===== src/rtl/css_pkg.sv =====
// ----------------------------------------------------------------------------
// css_pkg
// Shared types and constants of the crane station sequencer.
// ----------------------------------------------------------------------------
`default_nettype none

package css_pkg;

   localparam int unsigned BTN_BITS  = 3;
   localparam int unsigned GRIP_BITS = 16;
   localparam int unsigned POS_BITS  = 2;
   localparam int unsigned EVT_BITS  = 2;

   localparam logic [GRIP_BITS-1:0] GRIP_TICKS_RESET = 16'd1000;

   // event codes
   localparam logic [EVT_BITS-1:0] EVT_NONE    = 2'd0;
   localparam logic [EVT_BITS-1:0] EVT_ARRIVED = 2'd1;
   localparam logic [EVT_BITS-1:0] EVT_ALREADY = 2'd2;

   // actuator outputs, latched
   typedef struct packed {
      logic grip_open;
      logic grip_close;
      logic motor_left;
      logic motor_right;
   } css_drive_type;

   // one result word, before packing
   typedef struct packed {
      logic [EVT_BITS-1:0] event_res;
      logic                busy_res;
      logic [POS_BITS-1:0] station;
      css_drive_type       drive;
   } css_result_type;

endpackage

`default_nettype wire


===== src/rtl/css_seq.sv =====
// ----------------------------------------------------------------------------
// css_seq
// Move sequencer: phase state, gripper timer, button edge detect, drive latch.
// ----------------------------------------------------------------------------
`default_nettype none

module css_seq
   import css_pkg::*;
#(
   parameter int STATIONS = 3
) (
   input  wire logic                 clock,
   input  wire logic                 reset,
   input  wire logic                 advance,       // one tick accepted
   input  wire logic [BTN_BITS-1:0]  buttons_n,
   input  wire logic [BTN_BITS-1:0]  limits_n,
   input  wire logic [GRIP_BITS-1:0] grip_ticks,
   output css_result_type            res_next       // result of this tick
);

   typedef enum logic [2:0] {
      PH_IDLE,
      PH_CLOSE,
      PH_WAIT_RELEASE,
      PH_DRIVE,
      PH_OPEN
   } phase_type;

   phase_type            phase_ff,  phase_in;
   logic [POS_BITS-1:0]  target_ff, target_in;
   logic [POS_BITS-1:0]  pos_ff,    pos_in;
   logic [GRIP_BITS-1:0] timer_ff,  timer_in;
   logic [BTN_BITS-1:0]  prev_ff;
   logic                 moved_ff,  moved_in;
   css_drive_type        drive_ff,  drive_in;

   logic [GRIP_BITS-1:0] timer_inc;
   logic                 timer_done;
   logic                 lim_hit;
   logic [BTN_BITS-1:0]  fell;
   logic                 start;
   logic [POS_BITS-1:0]  start_target;
   logic [EVT_BITS-1:0]  event_in;

   assign timer_inc  = timer_ff + GRIP_BITS'(1);
   assign timer_done = (timer_inc >= grip_ticks) || (timer_inc == '0);
   assign fell       = prev_ff & ~buttons_n;

   // target's limit switch, active low
   always_comb begin
      case (target_ff)
         2'd1:    lim_hit = ~limits_n[0];
         2'd2:    lim_hit = ~limits_n[1];
         2'd3:    lim_hit = ~limits_n[2];
         default: lim_hit = 1'b0;
      endcase
   end

   // single falling edge with the other buttons released
   always_comb begin
      start        = 1'b0;
      start_target = '0;
      for (int i = 0; i < BTN_BITS; i++) begin
         if (i < STATIONS && fell[i] &&
             ((buttons_n | BTN_BITS'(1 << i)) == {BTN_BITS{1'b1}})) begin
            start        = 1'b1;
            start_target = POS_BITS'(i + 1);
         end
      end
   end

   always_comb begin
      phase_in  = phase_ff;
      target_in = target_ff;
      pos_in    = pos_ff;
      timer_in  = timer_ff;
      moved_in  = moved_ff;
      drive_in  = drive_ff;
      event_in  = EVT_NONE;
      case (phase_ff)
         PH_IDLE: begin
            if (start) begin
               target_in = start_target;
               phase_in  = PH_CLOSE;
               timer_in  = '0;
               drive_in  = '{grip_open: 1'b0, grip_close: 1'b1,
                             motor_left: 1'b0, motor_right: 1'b0};
            end
         end
         PH_CLOSE: begin
            timer_in = timer_inc;
            if (timer_done) begin
               if (target_ff == pos_ff) begin
                  event_in = EVT_ALREADY;
                  moved_in = 1'b0;
                  phase_in = PH_OPEN;
                  timer_in = '0;
                  drive_in = '{grip_open: 1'b1, grip_close: 1'b0,
                               motor_left: 1'b0, motor_right: 1'b0};
               end else begin
                  phase_in = PH_WAIT_RELEASE;
               end
            end
         end
         PH_WAIT_RELEASE: begin
            if (!lim_hit) begin
               drive_in.motor_right = (target_ff > pos_ff);
               drive_in.motor_left  = !(target_ff > pos_ff);
               phase_in             = PH_DRIVE;
            end
         end
         PH_DRIVE: begin
            if (lim_hit) begin
               moved_in = 1'b1;
               phase_in = PH_OPEN;
               timer_in = '0;
               drive_in = '{grip_open: 1'b1, grip_close: 1'b0,
                            motor_left: 1'b0, motor_right: 1'b0};
            end
         end
         PH_OPEN: begin
            timer_in = timer_inc;
            if (timer_done) begin
               pos_in    = target_ff;
               event_in  = moved_ff ? EVT_ARRIVED : EVT_NONE;
               target_in = '0;
               phase_in  = PH_IDLE;
            end
         end
         default: begin
            phase_in = PH_IDLE;
         end
      endcase
   end

   always_comb begin
      res_next.drive     = drive_in;
      res_next.station   = pos_in;
      res_next.busy_res  = (phase_in != PH_IDLE);
      res_next.event_res = event_in;
   end

   always_ff @(posedge clock) begin
      if (reset) begin
         phase_ff  <= PH_IDLE;
         target_ff <= '0;
         pos_ff    <= POS_BITS'(1);
         timer_ff  <= '0;
         prev_ff   <= '1;
         moved_ff  <= 1'b0;
         drive_ff  <= '0;
      end else if (advance) begin
         phase_ff  <= phase_in;
         target_ff <= target_in;
         pos_ff    <= pos_in;
         timer_ff  <= timer_in;
         prev_ff   <= buttons_n;
         moved_ff  <= moved_in;
         drive_ff  <= drive_in;
      end
   end

endmodule

`default_nettype wire


===== src/rtl/crane_station_sequencer_core.sv =====
// ----------------------------------------------------------------------------
// crane_station_sequencer_core
// Crane carriage sequencer: station requests in, actuator and status words out.
// ----------------------------------------------------------------------------
// Usage:
//  - req_ carries one word per timer tick: station buttons and limit switches,
//    both active low. Every accepted word yields exactly one rsp_ word.
//  - rsp_ word holds motor and gripper outputs, known station, busy flag and
//    an event code (arrived / already at target) for that tick.
//  - csr_ writes grip_ticks, the length in ticks of each gripper phase
//    (zero acts as one). Write it only while no sequence is running.
//  - Latency: the result word is valid the cycle after its tick is accepted.
//  - Throughput: one word per cycle; the sequencer state update is a single
//    pass of logic from the request word into the result register.
//  - rsp_ stall: the result register holds; req_tready stays high as long as
//    the result register is empty or is being drained in the same cycle.
//  - Reset: idle, station 1, all drives off, buttons seen as released,
//    grip_ticks 1000, result register empty.
// ----------------------------------------------------------------------------
`default_nettype none

module crane_station_sequencer_core
   import css_pkg::*;
#(
   parameter int STATIONS = 3        // stations served, 2..3; buttons above are dead
) (
   input  wire logic        clock,
   input  wire logic        reset,
   // tick word in
   input  wire logic        req_tvalid,
   output logic             req_tready,
   input  wire logic [7:0]  req_tdata,   // [2:0] buttons_n, [5:3] limits_n, [7:6] zero
   // result word out
   output logic             rsp_tvalid,
   input  wire logic        rsp_tready,
   output logic [15:0]      rsp_tdata,   // [0] motor_right, [1] motor_left,
                                         // [2] grip_close, [3] grip_open,
                                         // [5:4] station, [6] busy_res,
                                         // [8:7] event_res, [15:9] zero
   // grip_ticks register
   input  wire logic        csr_wr_en,
   input  wire logic [15:0] csr_wr_data
);

   logic [GRIP_BITS-1:0] grip_ticks_ff;
   logic                 rsp_valid_ff, rsp_valid_in;
   css_result_type       rsp_res_ff;
   css_result_type       res_next;
   logic                 advance;

   // accept while output register is free or draining
   assign req_tready = !rsp_valid_ff || rsp_tready;
   assign advance    = req_tvalid && req_tready;

   css_seq #(
      .STATIONS (STATIONS)
   ) u_seq (
      .clock      (clock),
      .reset      (reset),
      .advance    (advance),
      .buttons_n  (req_tdata[2:0]),
      .limits_n   (req_tdata[5:3]),
      .grip_ticks (grip_ticks_ff),
      .res_next   (res_next)
   );

   always_comb begin
      rsp_valid_in = rsp_valid_ff;
      if (advance) begin
         rsp_valid_in = 1'b1;
      end else if (rsp_tready) begin
         rsp_valid_in = 1'b0;
      end
   end

   // control state
   always_ff @(posedge clock) begin
      if (reset) begin
         rsp_valid_ff  <= 1'b0;
         grip_ticks_ff <= GRIP_TICKS_RESET;
      end else begin
         rsp_valid_ff <= rsp_valid_in;
         if (csr_wr_en) begin
            grip_ticks_ff <= csr_wr_data;
         end
      end
   end

   // result payload, no reset needed
   always_ff @(posedge clock) begin
      if (advance) begin
         rsp_res_ff <= res_next;
      end
   end

   assign rsp_tvalid = rsp_valid_ff;
   assign rsp_tdata  = {7'd0,
                        rsp_res_ff.event_res,
                        rsp_res_ff.busy_res,
                        rsp_res_ff.station,
                        rsp_res_ff.drive.grip_open,
                        rsp_res_ff.drive.grip_close,
                        rsp_res_ff.drive.motor_left,
                        rsp_res_ff.drive.motor_right};

endmodule

`default_nettype wire


===== config.mk =====
export PLATFORM = sky130hd
export DESIGN_NAME = crane_station_sequencer_core
export DESIGN_NICKNAME = d
export VERILOG_FILES = /design/src/rtl/css_pkg.sv /design/src/rtl/css_seq.sv /design/src/rtl/crane_station_sequencer_core.sv
export SDC_FILE = /design/constraint.sdc
export NUM_CORES = 1
export LEC_CHECK = 0
export ABC_AREA = 1
export BUFFER_PORTS_ARGS = -buffer_cell sky130_fd_sc_hd__buf_4
export CAP_MARGIN = 20
export CORE_ASPECT_RATIO = 0.75
export CORE_MARGIN = 5
export CORE_UTILIZATION = 50
export DETAILED_ROUTE_END_ITERATION = 6
export PLACE_DENSITY = 0.71
export SLEW_MARGIN = 10
export SYNTH_ARGS = -nofsm -noshare
export SYNTH_HDL_FRONTEND = slang
export SYNTH_SLANG_ARGS = --single-unit

===== constraint.sdc =====
create_clock -name clock -period 5.2 [get_ports clock]
set_clock_uncertainty 0.15 [all_clocks]
set_input_delay 0.26 -clock clock [delete_from_list [all_inputs] [get_ports clock]]
set_output_delay 0.26 -clock clock [all_outputs]
set_load 0.005 [all_outputs]

==> impl_metrics.yaml <==
sta:
  rsz0062_at_grt: "false"
  drv_slew: 0
  worst_pin_slew_ps: 716
  finalSetupViolations: 0
  slew_headroom_pct: 52.2
  max_freq_mhz: 293
  tns_ps: 0
  hold_viol_final: 0
  finalCriticalPeriod_ps: 3410
  fin_crit_sh_pct: 65.6
floorplanning:
  io_pins: 47
  rows: 26
  die_y_um: 81.6
  initial_core_util_pct: 50.8
  die_area_mm2: 0.00862
  core_area_mm2: 0.00673
  die_w_um: 106
clock_tree:
  clock-root-buffer: "clkbuf_8"
  h-tree-depth: 3
  cts_hold_buf: 8
  cts_tree: "done"
  cts-resized-gates: 0
  cts.clk_slew.worst_paths_ps: 70
  cts.sinks: 57
  clock_latency_ps: 340
  post-cts-setup-buffer-count: 0
  numCtsBuffers: 9
  cts_buffer_depth: 2
cells_and_area:
  antenna_cells: 0
  design_area_mm2: 0.00395
  fin_nets: 595
  final_layout_size_suffix_gt1_share_pct: 11.4
  mostFrequentLayoutCell: "nand2_1"
  layout_common_cells: "nand2_1 (110), inv_1 (83), a21oi_1 (52)"
  area_growth_pct: 15.5
detailed_routing:
  wl_per_cell_um: 13.1
  vias_per_cell: 5.19
  routed_wl_mm: 8.32
  ant_nets: 0
  drc: 0
  vias: 3293
  first_pass_iters: 5
  drt_iter0_drc: 205
place:
  gp_congestion: 0.892
  placed_area_mm2: 0.00372
  hpwl_mm: 6.13
  portBuffers: 37
outcome:
  status: "completed"
synth:
  synth-edff-count: 9
  synth_area_mm2: 0.00342
  synthFlopType: "dfxtp_1"
  netlist_instances: 504
  seq_area_frac_synth_pct: 36.0
  synth_area_per_cell_um2: 6.79
  yosysWarnings: 0
  ys_async_sr_fraction_pct: 0
  ys_ff_latch: 57
  ys_types: 34
grt:
  grt_pass1_vias: 3055
  grt_remaining_overflow: 0
  grt_usage_pct: 20.7
  antenna_found_initial: 0
  grt_max_degree: 30
  grt_pass1_wl_mm: 14.3
power_and_ir_drop:
  leakage_nw: 1.94
  peakVddDrop_uv: 143
  power_density_mw_per_mm2: 254
critical_path:
  worst-path-buf-inv: 1
  critPathMostFrequentCell: "nor2_1"
  startpoint_type: "register"
  crit_family: "simple AND/OR/NAND/NOR gates"
  worstSetupEndpointType: "register"
  required_ps: 5130
  crit_slowest_cell: "dfxtp_1"
  critPathKind: "register to register"
  cp.arrival_ps: 3340
  worst_r2r_path_depth: 16
  critPathMaxStageDelay_ps: 430
  worst-path-max-fanout: 8
  crit_cells: 16
  cp_cell_sequence: "ha_1 -> nand3_1 -> nor2_1 -> nand4_1 -> nand2_1 -> inv_1 -> ha_1 -> nand2_1 -> nor2_1 -> nand4_1 -> nor4_1 -> nor2_1 -> nand2_4 -> o21ai_1 -> nor3_1 -> nand3b_1"
min_path:
  hold_path_depth: 2
  holdCritPathClass: "primary input to register"
job:
  cap_violations: 0
-- power breakdown --
group	total [mW]	switching, mW	internal (mW)
logic	0.170	0.107	0.0633
registers	0.490	0.0133	0.476
clock network	0.345	0.175	0.170
-- metrics by stage --
stage	total power [mW]	setup WS, ps	util (%)	hold slack [ps]	cells
2_1_floorplan	0.609	2430	-	223	510
3_3_place_gp	0.656	1870	55.2	306	611
3_5_place_dp	0.662	1810	55.2	307	611
4_1_cts	1.02	1800	58.7	36.6	635
5_1_grt	1.06	1390	58.7	61.0	635
6_report	1.00	1790	58.7	54.3	635
-- sequential cells by signal, indices dropped and copies added (netlist names) --
signal and count:
u_seq.timer_ff 16, u_seq.drive_ff 4, u_seq.moved_ff 1, u_seq.pos_ff 2
u_seq.phase_ff 3, u_seq.prev_ff 3, u_seq.target_ff 2, grip_ticks_ff 16
rsp_tvalid 1, rsp_tdata 9
-- worst paths after layout --
kind                                  start                              to  slack, ps
max          u_seq.timer_ff[0]$_SDFFE_PP0P_          rsp_tdata[6]$_DFFE_PP_       1790
min                               csr_wr_en   grip_ticks_ff[8]$_SDFFE_PP1P_         50
max reg2reg  u_seq.timer_ff[0]$_SDFFE_PP0P_          rsp_tdata[6]$_DFFE_PP_       1790
min reg2reg  grip_ticks_ff[11]$_SDFFE_PP0P_  grip_ticks_ff[11]$_SDFFE_PP0P_        320
-- cell type report --
| cell class | instances | area, um2 |
|---|---|---|
| Timing Repair Buffer | 45 | 358 |
| Inverter | 86 | 323 |
| Clock buffer | 12 | 135 |
| Tap cell | 84 | 105 |
| Clock inverter | 4 | 20.0 |
| Multi-Input combinational cell | 347 | 1780 |
| Fill cell | 645 | 2780 |
| Sequential cell | 57 | 1230 |
-- metal layers --
metal | global-route usage [%] | vias to the layer above | part of all wire (%)
li1 | - | 1701 | -
met1 | 27.8 | 1478 | 49
met2 | 32.9 | 104 | 42
met3 | 4.87 | 10 | 7.1
met4 | 7.24 | 0 | 1.3
met5 | 0 | - | 0
-- kinds of logic after synthesis --
kind of cell / Yosys count / synth area share [%]
buf+inv: 106 / 12.7
simple gates: 219 / 28.2
fa+ha+maj: 20 / 7.31
flops: 57 / 36.0
compound gates: 100 / 15.5
xor+xnor: 1 / 0.256
other cells: 1 / 0.110
-- synthesized netlist by cell type (all sizes together) (2+ instances only) --
master | n | area [um2]
o21ai | 37 | 185
nand4 | 13 | 81.3
dfxtp | 48 | 961
ha | 20 | 250
a21oi | 52 | 260
nor3 | 5 | 25.0
nand3 | 37 | 190
inv | 85 | 319
o211ai | 4 | 30.0
o21bai | 2 | 15.0
clkbuf | 10 | 37.5
nor2 | 46 | 193
edfxtp | 9 | 270
buf | 10 | 73.8
nand2 | 116 | 460
(Power assumes the default switching activity.)
